File: src/ascii_range_frame_parser_core_macros.svh
// Assertion macros of the frame parser, used by arfp_back.
// Each macro expects clk and rst_n to be visible where it is used.
`ifndef ASCII_RANGE_FRAME_PARSER_CORE_MACROS_SVH
`define ASCII_RANGE_FRAME_PARSER_CORE_MACROS_SVH

// The consequent must hold in the same cycle as the antecedent.
`define ARFP_ASSERT_SAME(label, ante, cons, msg) \
    label: assert property (@(posedge clk) disable iff (!rst_n) (ante) |-> (cons)) \
        else $error(msg);

// The consequent must hold in the cycle after the antecedent.
`define ARFP_ASSERT_NEXT(label, ante, cons, msg) \
    label: assert property (@(posedge clk) disable iff (!rst_n) (ante) |=> (cons)) \
        else $error(msg);

`endif

File: src/arfp_pkg.sv
// Types and constants of the range-finder frame parser.
// No dependencies; used by arfp_front, arfp_back and the top level.
`timescale 1ns / 1ps

package arfp_pkg;

    localparam int FRAME_LEN = 11;
    localparam int FILL_W    = 4;
    localparam int HDR_SLOTS = 9;
    localparam int CM_W      = 17;
    localparam int DIST_W    = 19;
    localparam int CFG_IDX_W = 1;

    localparam logic [FILL_W-1:0] FRAME_FULL = 4'd11;
    localparam logic [FILL_W-1:0] NO_HDR_POS = 4'd9;
    localparam logic [FILL_W-1:0] DOT_POS    = 4'd6;
    localparam logic [FILL_W-1:0] LAST_SUM   = 4'd9;
    localparam logic [FILL_W-1:0] CSUM_POS   = 4'd10;

    localparam logic [7:0] HDR0       = 8'h80;
    localparam logic [7:0] HDR1       = 8'h06;
    localparam logic [7:0] HDR2       = 8'h83;
    localparam logic [7:0] ASCII_ZERO = 8'h30;
    localparam logic [7:0] ASCII_NINE = 8'h39;
    localparam logic [7:0] ASCII_DOT  = 8'h2E;

    localparam logic [31:0] TIMEOUT_RESET = 32'd2000000;

    localparam logic [1:0] STATUS_GOOD    = 2'd0;
    localparam logic [1:0] STATUS_CSUM    = 2'd1;
    localparam logic [1:0] STATUS_FORMAT  = 2'd2;
    localparam logic [1:0] STATUS_NO_DATA = 2'd3;

    localparam logic KIND_BYTE = 1'b0;
    localparam logic KIND_TICK = 1'b1;

    localparam logic [CFG_IDX_W-1:0] REG_OFFSET_CM    = 1'b0;
    localparam logic [CFG_IDX_W-1:0] REG_TIMEOUT_TICK = 1'b1;

    typedef struct packed {
        logic       is_tick;
        logic [7:0] data;
    } item_t;

    typedef struct packed {
        logic  vld;
        item_t item;
    } queue_head_t;

    typedef struct packed {
        logic [15:0] offset_cm;
        logic [31:0] timeout_ticks;
    } cfg_t;

endpackage

File: src/arfp_front.sv
// Front end: accepts words, tags them as byte or tick, and queues them.
// Depends on arfp_pkg.
`timescale 1ns / 1ps

module arfp_front #(
    parameter int DEPTH = 4
) (
    input  logic                  clk,
    input  logic                  rst_n,
    input  logic                  in_valid,
    output logic                  in_stall,
    input  logic                  func,
    input  logic [7:0]            rx_byte,
    input  logic                  pop,
    output arfp_pkg::queue_head_t head
);

    localparam int PTR_W = (DEPTH > 1) ? $clog2(DEPTH) : 1;
    localparam int CNT_W = $clog2(DEPTH + 1);
    localparam logic [PTR_W-1:0] PTR_LAST = PTR_W'(DEPTH - 1);
    localparam logic [CNT_W-1:0] CNT_FULL = CNT_W'(DEPTH);

    arfp_pkg::item_t q_mem [DEPTH];
    arfp_pkg::item_t in_item;

    logic [PTR_W-1:0] wr_ptr_reg, wr_ptr_next;
    logic [PTR_W-1:0] rd_ptr_reg, rd_ptr_next;
    logic [CNT_W-1:0] count_reg, count_next;
    logic             push;
    logic             pull;

    assign in_stall = (count_reg == CNT_FULL);
    assign push     = in_valid && !in_stall;
    assign pull     = pop && (count_reg != '0);

    always_comb
    begin
        in_item.is_tick = (func == arfp_pkg::KIND_TICK);
        in_item.data    = rx_byte;
    end

    always_comb
    begin
        wr_ptr_next = wr_ptr_reg;
        rd_ptr_next = rd_ptr_reg;
        count_next  = count_reg;
        if (push)
        begin
            wr_ptr_next = (wr_ptr_reg == PTR_LAST) ? '0 : wr_ptr_reg + 1'b1;
        end
        if (pull)
        begin
            rd_ptr_next = (rd_ptr_reg == PTR_LAST) ? '0 : rd_ptr_reg + 1'b1;
        end
        case ({push, pull})
            2'b10:   count_next = count_reg + 1'b1;
            2'b01:   count_next = count_reg - 1'b1;
            default: count_next = count_reg;
        endcase
    end

    always_ff @(posedge clk or negedge rst_n)
    begin
        if (!rst_n)
        begin
            wr_ptr_reg <= '0;
            rd_ptr_reg <= '0;
            count_reg  <= '0;
        end
        else
        begin
            wr_ptr_reg <= wr_ptr_next;
            rd_ptr_reg <= rd_ptr_next;
            count_reg  <= count_next;
        end
    end

    always_ff @(posedge clk)
    begin
        if (push)
        begin
            q_mem[wr_ptr_reg] <= in_item;
        end
    end

    assign head.vld  = (count_reg != '0);
    assign head.item = q_mem[rd_ptr_reg];

endmodule

File: src/arfp_back.sv
// Back end: frame buffer, header search, checksum and format pass,
// idle tick counter and the output register. Depends on arfp_pkg.
`timescale 1ns / 1ps
`include "ascii_range_frame_parser_core_macros.svh"

module arfp_back (
    input  logic                  clk,
    input  logic                  rst_n,
    input  arfp_pkg::queue_head_t head,
    output logic                  pop,
    input  arfp_pkg::cfg_t        cfg,
    output logic                  out_valid,
    input  logic                  out_stall,
    output logic [1:0]            status,
    output logic signed [18:0]    range_cm
);

    localparam logic [2:0] S_IDLE   = 3'd0;
    localparam logic [2:0] S_TICK   = 3'd1;
    localparam logic [2:0] S_SEARCH = 3'd2;
    localparam logic [2:0] S_SHIFT  = 3'd3;
    localparam logic [2:0] S_SUM    = 3'd4;
    localparam logic [2:0] S_EMIT   = 3'd5;

    localparam int FL = arfp_pkg::FRAME_LEN;
    localparam int FW = arfp_pkg::FILL_W;
    localparam int CW = arfp_pkg::CM_W;
    localparam int DW = arfp_pkg::DIST_W;
    localparam int HDR_BITS = arfp_pkg::HDR_SLOTS;

    logic [2:0]    state_reg, state_next;
    logic [FW-1:0] fill_reg, fill_next;
    logic [31:0]   idle_reg, idle_next;
    logic          reported_reg, reported_next;
    logic          out_valid_reg, out_valid_next;

    logic [7:0]    frame_reg [FL];
    logic [7:0]    frame_next [FL];
    logic [FW-1:0] idx_reg, idx_next;
    logic [FW-1:0] pos_reg, pos_next;
    logic [7:0]    sum_reg, sum_next;
    logic [CW-1:0] cm_reg, cm_next;
    logic          fmt_bad_reg, fmt_bad_next;
    logic [1:0]    status_reg, status_next;
    logic [DW-1:0] dist_reg, dist_next;

    logic                 slot_free;
    logic                 emit_nodata;
    logic [FW-1:0]        wr_idx;
    logic [HDR_BITS-1:0]  hit;
    logic [FW-1:0]        hdr_pos;
    logic [7:0]           cur_byte;
    logic                 cur_digit;
    logic [CW-1:0]        cm_x10;
    logic                 csum_ok;
    logic [1:0]           frame_status;

    assign slot_free   = !out_valid_reg || !out_stall;
    assign emit_nodata = (state_reg == S_TICK) && !reported_reg
                         && (idle_reg >= cfg.timeout_ticks) && slot_free;

    // Header flags at every fixed offset; the lowest hit wins.
    always_comb
    begin
        for (int p = 0; p < HDR_BITS; p++)
        begin
            hit[p] = (frame_reg[p] == arfp_pkg::HDR0) && (frame_reg[p+1] == arfp_pkg::HDR1)
                     && (frame_reg[p+2] == arfp_pkg::HDR2);
        end
        hdr_pos = arfp_pkg::NO_HDR_POS;
        for (int p = HDR_BITS - 1; p >= 0; p--)
        begin
            if (hit[p])
            begin
                hdr_pos = FW'(p);
            end
        end
    end

    always_comb
    begin
        cur_byte = '0;
        for (int i = 0; i < FL; i++)
        begin
            if (idx_reg == FW'(i))
            begin
                cur_byte = frame_reg[i];
            end
        end
        cur_digit = (cur_byte >= arfp_pkg::ASCII_ZERO) && (cur_byte <= arfp_pkg::ASCII_NINE);
        cm_x10    = {cm_reg[CW-4:0], 3'b000} + {cm_reg[CW-2:0], 1'b0};
        csum_ok   = (8'(frame_reg[FL-1] + sum_reg) == 8'h00);
        if (!csum_ok)
        begin
            frame_status = arfp_pkg::STATUS_CSUM;
        end
        else if (fmt_bad_reg)
        begin
            frame_status = arfp_pkg::STATUS_FORMAT;
        end
        else
        begin
            frame_status = arfp_pkg::STATUS_GOOD;
        end
    end

    always_comb
    begin
        state_next     = state_reg;
        fill_next      = fill_reg;
        idle_next      = idle_reg;
        reported_next  = reported_reg;
        out_valid_next = out_valid_reg && out_stall;
        frame_next     = frame_reg;
        idx_next       = idx_reg;
        pos_next       = pos_reg;
        sum_next       = sum_reg;
        cm_next        = cm_reg;
        fmt_bad_next   = fmt_bad_reg;
        status_next    = status_reg;
        dist_next      = dist_reg;
        pop            = 1'b0;
        wr_idx         = (fill_reg >= arfp_pkg::FRAME_FULL) ? '0 : fill_reg;

        case (state_reg)
            S_IDLE:
            begin
                if (head.vld)
                begin
                    pop = 1'b1;
                    if (head.item.is_tick)
                    begin
                        if (idle_reg != '1)
                        begin
                            idle_next = idle_reg + 1'b1;
                        end
                        state_next = S_TICK;
                    end
                    else
                    begin
                        for (int i = 0; i < FL; i++)
                        begin
                            if (wr_idx == FW'(i))
                            begin
                                frame_next[i] = head.item.data;
                            end
                        end
                        fill_next = wr_idx + 1'b1;
                        if (wr_idx + 1'b1 == arfp_pkg::FRAME_FULL)
                        begin
                            state_next = S_SEARCH;
                        end
                    end
                end
            end
            S_TICK:
            begin
                if (!reported_reg && (idle_reg >= cfg.timeout_ticks))
                begin
                    if (slot_free)
                    begin
                        out_valid_next = 1'b1;
                        status_next    = arfp_pkg::STATUS_NO_DATA;
                        dist_next      = '0;
                        reported_next  = 1'b1;
                        state_next     = S_IDLE;
                    end
                end
                else
                begin
                    state_next = S_IDLE;
                end
            end
            S_SEARCH:
            begin
                if (hdr_pos == '0)
                begin
                    idx_next     = '0;
                    sum_next     = '0;
                    cm_next      = '0;
                    fmt_bad_next = 1'b0;
                    state_next   = S_SUM;
                end
                else
                begin
                    pos_next   = hdr_pos;
                    idx_next   = hdr_pos;
                    state_next = S_SHIFT;
                end
            end
            S_SHIFT:
            begin
                // One byte toward offset zero per cycle.
                for (int i = 0; i < FL - 1; i++)
                begin
                    frame_next[i] = frame_reg[i+1];
                end
                idx_next = idx_reg - 1'b1;
                if (idx_reg == FW'(1))
                begin
                    fill_next  = arfp_pkg::FRAME_FULL - pos_reg;
                    state_next = S_IDLE;
                end
            end
            S_SUM:
            begin
                // Byte sum over bytes 0 to 9; the DDD.DDD check covers bytes 3 to 9.
                sum_next = sum_reg + cur_byte;
                if (idx_reg == arfp_pkg::DOT_POS)
                begin
                    if (cur_byte != arfp_pkg::ASCII_DOT)
                    begin
                        fmt_bad_next = 1'b1;
                    end
                end
                else if (idx_reg inside {4'd3, 4'd4, 4'd5, 4'd7, 4'd8, 4'd9})
                begin
                    if (!cur_digit)
                    begin
                        fmt_bad_next = 1'b1;
                    end
                end
                // The last digit is dropped, which is the divide by ten.
                if (idx_reg inside {4'd3, 4'd4, 4'd5, 4'd7, 4'd8})
                begin
                    cm_next = cm_x10 + CW'(cur_byte[3:0]);
                end
                idx_next = idx_reg + 1'b1;
                if (idx_reg == arfp_pkg::LAST_SUM)
                begin
                    fill_next  = '0;
                    state_next = S_EMIT;
                end
            end
            S_EMIT:
            begin
                if (slot_free)
                begin
                    out_valid_next = 1'b1;
                    status_next    = frame_status;
                    if (frame_status == arfp_pkg::STATUS_GOOD)
                    begin
                        dist_next     = {2'b00, cm_reg}
                                        + {{(DW-16){cfg.offset_cm[15]}}, cfg.offset_cm};
                        idle_next     = '0;
                        reported_next = 1'b0;
                    end
                    else
                    begin
                        dist_next = '0;
                    end
                    state_next = S_IDLE;
                end
            end
            default:
            begin
                state_next = S_IDLE;
            end
        endcase
    end

    always_ff @(posedge clk or negedge rst_n)
    begin
        if (!rst_n)
        begin
            state_reg     <= S_IDLE;
            fill_reg      <= '0;
            idle_reg      <= '0;
            reported_reg  <= 1'b0;
            out_valid_reg <= 1'b0;
        end
        else
        begin
            state_reg     <= state_next;
            fill_reg      <= fill_next;
            idle_reg      <= idle_next;
            reported_reg  <= reported_next;
            out_valid_reg <= out_valid_next;
        end
    end

    always_ff @(posedge clk)
    begin
        frame_reg   <= frame_next;
        idx_reg     <= idx_next;
        pos_reg     <= pos_next;
        sum_reg     <= sum_next;
        cm_reg      <= cm_next;
        fmt_bad_reg <= fmt_bad_next;
        status_reg  <= status_next;
        dist_reg    <= dist_next;
    end

    assign out_valid = out_valid_reg;
    assign status    = status_reg;
    assign range_cm  = dist_reg;

    `ARFP_ASSERT_SAME(a_err_has_zero_dist, out_valid_reg && (status_reg != arfp_pkg::STATUS_GOOD), dist_reg == '0, "bad status with nonzero distance")
    `ARFP_ASSERT_SAME(a_pop_only_when_idle, pop, (state_reg == S_IDLE) && head.vld, "queue popped outside idle")
    `ARFP_ASSERT_SAME(a_full_while_scanning, (state_reg == S_SEARCH) || (state_reg == S_SHIFT) || (state_reg == S_SUM), fill_reg == arfp_pkg::FRAME_FULL, "frame pass without a full buffer")
    `ARFP_ASSERT_NEXT(a_nodata_reported, emit_nodata, out_valid_reg && reported_reg && (status_reg == arfp_pkg::STATUS_NO_DATA), "timeout result not registered")

endmodule

File: src/ascii_range_frame_parser_core.sv
// Channel   Signals                         Direction   Handshake
// input     func, rx_byte                   in          in_valid / in_stall
// result    status, range_cm                out         out_valid / out_stall
// config    cfg_index, cfg_data             in          cfg_valid / cfg_ready
//
// A byte that does not complete the buffer is taken in the idle state; a tick
// also passes through the tick state. The byte that fills the buffer adds a
// header search, then either shifting by pos bytes (pos = header offset, 9 when
// none) or the serial checksum and digit pass plus the result write.
// Reset leaves the buffer contents undefined; only a full buffer is ever read.
// A queue of QUEUE_DEPTH words lets input keep flowing while a result is stalled.
// Depends on arfp_pkg, arfp_front and arfp_back.
`timescale 1ns / 1ps

module ascii_range_frame_parser_core #(
    parameter int QUEUE_DEPTH = 4
) (
    input  logic                              clk,
    input  logic                              rst_n,
    input  logic                              in_valid,
    output logic                              in_stall,
    input  logic                              func,
    input  logic [7:0]                        rx_byte,
    output logic                              out_valid,
    input  logic                              out_stall,
    output logic [1:0]                        status,
    output logic signed [18:0]                range_cm,
    input  logic                              cfg_valid,
    output logic                              cfg_ready,
    input  logic [arfp_pkg::CFG_IDX_W-1:0]    cfg_index,
    input  logic [31:0]                       cfg_data
);

    logic [15:0] offset_reg, offset_next;
    logic [31:0] timeout_reg, timeout_next;
    logic        cfg_write;

    arfp_pkg::queue_head_t head;
    arfp_pkg::cfg_t        cfg;
    logic                  pop;

    assign cfg_ready = 1'b1;
    assign cfg_write = cfg_valid && cfg_ready;

    always_comb
    begin
        offset_next  = offset_reg;
        timeout_next = timeout_reg;
        if (cfg_write)
        begin
            case (cfg_index)
                arfp_pkg::REG_OFFSET_CM:    offset_next  = cfg_data[15:0];
                arfp_pkg::REG_TIMEOUT_TICK: timeout_next = cfg_data;
                default:
                begin
                    offset_next  = offset_reg;
                    timeout_next = timeout_reg;
                end
            endcase
        end
    end

    always_ff @(posedge clk or negedge rst_n)
    begin
        if (!rst_n)
        begin
            offset_reg  <= '0;
            timeout_reg <= arfp_pkg::TIMEOUT_RESET;
        end
        else
        begin
            offset_reg  <= offset_next;
            timeout_reg <= timeout_next;
        end
    end

    assign cfg.offset_cm     = offset_reg;
    assign cfg.timeout_ticks = timeout_reg;

    arfp_front #(
        .DEPTH (QUEUE_DEPTH)
    ) u_front (
        .clk      (clk),
        .rst_n    (rst_n),
        .in_valid (in_valid),
        .in_stall (in_stall),
        .func     (func),
        .rx_byte  (rx_byte),
        .pop      (pop),
        .head     (head)
    );

    arfp_back u_back (
        .clk       (clk),
        .rst_n     (rst_n),
        .head      (head),
        .pop       (pop),
        .cfg       (cfg),
        .out_valid (out_valid),
        .out_stall (out_stall),
        .status    (status),
        .range_cm  (range_cm)
    );

endmodule

File: config.mk
export PLATFORM = sky130hd
export DESIGN_NAME = ascii_range_frame_parser_core
export DESIGN_NICKNAME = d
export VERILOG_FILES = /design/src/arfp_pkg.sv /design/src/arfp_front.sv /design/src/arfp_back.sv /design/src/ascii_range_frame_parser_core.sv
export VERILOG_INCLUDE_DIRS = /design/src /design/src/src
export SDC_FILE = /design/constraint.sdc
export NUM_CORES = 1
export LEC_CHECK = 0
export BUFFER_PORTS_ARGS = -buffer_cell sky130_fd_sc_hd__buf_2
export CAP_MARGIN = 20
export CORE_MARGIN = 2
export CORE_UTILIZATION = 30
export DETAILED_ROUTE_END_ITERATION = 8
export PLACE_DENSITY = 0.48
export SETUP_SLACK_MARGIN = 0.15
export SLEW_MARGIN = 25
export SYNTH_ARGS = -nofsm -noshare
export SYNTH_HDL_FRONTEND = slang
export SYNTH_SLANG_ARGS = --single-unit
File: constraint.sdc
create_clock -name clk -period 14.6 [get_ports clk]
set_clock_uncertainty 0.2 [all_clocks]
set_input_delay 0.73 -clock clk [delete_from_list [all_inputs] [get_ports clk]]
set_output_delay 0.73 -clock clk [all_outputs]
set_load 0.01 [all_outputs]
==> run_results.csv <==
group,metric,value,unit
power,p_leak,7.585,nW
synthesis,synth_edf_count,179,
placement,place.gp.congestion,0.9172,
global_route,grt_max_degree,89,
synthesis,synth_warnings,0,
synthesis,async_reset_ff_share,34.91,%
final_layout,area_delta_synth_final,12.59,%
worst_setup_path,slowest_stage,"ha_1",
clock_tree,cts_tree,"built",
worst_setup_path,crit_fanout,23,
min_path,hold_start,"func",
clock_tree,cts_inserted_buffers,31,
routing,firstDrtPassIters,5,
final_layout,drive_gt1_share,14.26,%
die,io_pins,71,
synthesis,synth.area.top_cells,"edfxtp_1, dfrtp_1, ha_1",
synthesis,postSynthCellCount,1471,
min_path,hold_class,"in2reg",
clock_tree,cts.sinks,275,
sta,hold_viol_final,0,
sta,fmax,0.1642,GHz
sta,grt_setup_unrepaired,"no",
sta,tns,0,ns
sta,fin_ws,8.510,ns
outcome,run_status,"finished clean",
synthesis,synth_area_leader_cell,"edfxtp_1",
final_layout,fin_util,34.24,%
power,power.density,175.0,mW/mm²
global_route,grt_pass1_vias,11652,
placement,pre_cts_ws,8.560,ns
clock_tree,insertion_delay,0.58,ns
worst_setup_path,start_kind,"flip-flop",
clock_tree,cts-htree-levels,1,
final_layout,largest_reg_flops,88,
clock_tree,clk_path_buf_depth,3,
final_layout,final_common_cell,"edfxtp_1",
synthesis,synth_ff_type,"edfxtp_1",
clock_tree,cts_setup_buffers,0,
worst_setup_path,worstReg2RegStart,"u_back.idx_reg[1]",
routing,wl_per_cell,19.66,µm
routing,wl,43720,µm
die,num_rows,84,
worst_setup_path,endpoint_kind,"flip-flop",
die,die_x,235.3,µm
synthesis,syn_area_per_cell,10.91,µm²
placement,port_buffers,69,
routing,drtAntennaViolNets,0,
clock_tree,clock-root-buffer,"clkbuf_16",
routing,via_count,11656,
synthesis,synth_nets,1632,
min_path,hold-path-endpoint,"u_front.q_mem[2][8]",
final_layout,layout_common_cells,"edfxtp_1, nor2_1, ha_1",
sta,relSlewSlack,29.33,%
synthesis,synth_cell_types,86,
die,start_util,30.41,%
min_path,hold_depth,1,
worst_setup_path,rr_endpoint,"u_back.cm_reg[16]",
die,die_y,235.3,µm
synthesis,synthesis.area,0.01604,mm²
sta,whs,0.1700,ns
routing,drc,0,
global_route,grt_pass1_wl,68580,µm
global_route,grt_antenna_before_repair,0,
die,core_area,0.05276,mm²
worst_setup_path,cp_common_cell,"ha_1",
sta,fin_crit,6.090,ns
routing,drt-initial-drc-count,893,
worst_setup_path,criticalPathCategory,"reg2reg",
run,drv_cap,0,
worst_setup_path,cp_top_family,"compound AO/OA/AOI/OAI gates",
worst_setup_path,critPathRequiredTime,14.70,ns
worst_setup_path,r2r_setup_slack,8.51,ns
final_layout,final_net_count,1674,
synthesis,synth_seq_area_share,48.53,%
sta,worst_pin_slew,1.060,ns
synthesis,synth-seq-cells,275,
synthesis,synth_top_cell_area_share,33.50,%
sta,final_max_slew_viol_count,0,
sta,setup_viol,0,
die,die_area,0.05535,mm²
clock_tree,path_clk_slew,0.06,ns
placement,dp_hpwl,31690,µm
worst_setup_path,slowest_delay,0.73,ns
routing,vias_per_cell,5.241,
global_route,grt-ovfl-total,0,
sta,finalCritPeriodShare,41.71,%
worst_setup_path,r2r_cells,19,
final_layout,n_antenna_cell,0,
final_layout,layoutNonFillerInstCount,2224,
placement,dp.cells,2167,
worst_setup_path,crit_arrival,6.19,ns
global_route,grtUsageTotal,15.53,%
power,vdd_drop_max,0.1097,mV
worst_setup_path,path_buf_inv,2,
worst_setup_path,worstPathCellList,"inv_1, ha_1, nor2b_1, a221oi_1, a2bb2oi_1, nor4_1, a211oi_1, inv_1, ha_1, ha_1, fa_1, a211oi_1, o21bai_1, a31oi_1, o21ai_0, o41ai_1, o21ai_0, xnor2_1, nor2_1",
-- worst max path at each step --
stage                                  from  cells after the start                end  slack, ns
after floorplan           u_back.idx_reg[0]                     21  u_back.cm_reg[16]       9.76
after global placement    u_back.idx_reg[1]                     19  u_back.cm_reg[16]       8.64
after detailed placement  u_back.idx_reg[1]                     19  u_back.cm_reg[16]       8.56
after CTS                 u_back.idx_reg[1]                     19  u_back.cm_reg[16]       8.55
after global routing      u_back.idx_reg[1]                     19  u_back.cm_reg[16]       7.87
final                     u_back.idx_reg[1]                     19  u_back.cm_reg[16]       8.51
-- per-stage QoR --
step	total power, mW	instance area [µm²]
after floorplan	2.022	16040
after global placement	2.396	17050
after detailed placement	2.399	17060
after CTS	3.190	18050
after global routing	3.356	18060
final	3.161	18060
-- routing by layer --
metal,vias up,track usage (%),share of wire (%)
li1,5544,-,-
met1,5744,21.49,47
met2,297,25.49,46
met3,71,2.017,4.1
met4,0,4.381,2.6
met5,-,0,0
-- synthesized netlist by cell type, types with 4 or more instances --
master	n
nand2b_1	10
and2_1	20
o21bai_1	5
o21a_1	11
edfxtp_1	179
a211o_1	4
nand4_1	22
o21ai_0	48
fa_1	6
mux4_2	9
nand4b_1	6
nor4b_1	6
a22oi_1	4
ha_1	108
nor2b_1	21
o221ai_1	4
and3_1	20
nand2_1	77
nor2_1	131
buf_2	6
nor3_1	35
buf_1	11
o22ai_1	8
o211ai_1	4
xor2_1	20
a31oi_1	10
a221oi_1	19
a21oi_1	91
clkbuf_1	51
and4_1	4
nand3_1	31
dfrtp_1	89
mux2_2	48
xnor2_1	46
inv_1	75
a21o_1	102
nor4bb_1	8
nand3b_1	8
a211oi_1	16
dfstp_2	7
or3_1	9
nor3b_1	4
nor4_1	14
-- repair_timing --
item | in CTS | in global routing
resized for setup | 0 | 0
hold buffers | 1 | 0
endpoints found under the setup margin | 0 | 0
endpoints found under the hold margin | 29 | 0
-- power by group --
group,total (mW),switching (mW),internal [mW]
logic,1.03,0.618,0.410
clock network,0.768,0.319,0.449
registers,1.36,0.241,1.12
-- final cells by class --
| cell class | count | area, µm² |
|---|---|---|
| Clock buffer | 46 | 882.1 |
| Clock inverter | 10 | 100.1 |
| Fill cell | 5293 | 34700 |
| Inverter | 77 | 290.3 |
| Multi-Input combinational cell | 1049 | 7719 |
| Sequential cell | 275 | 7786 |
| Tap cell | 688 | 860.8 |
| Timing Repair Buffer | 79 | 425.4 |
-- cell families after synthesis --
| kind of cell | count (synthesis) | synth area share [%] |
|---|---|---|
| flops | 275 | 48.53 |
| other cells | 1 | 0.02337 |
| mux | 57 | 4.632 |
| buf+inv | 147 | 3.564 |
| compound gates | 371 | 16.21 |
| fa+ha+maj | 114 | 9.171 |
| xor+xnor | 66 | 3.603 |
| simple gates | 440 | 14.26 |
No activity file was read; power rests on OpenSTA's default activity.
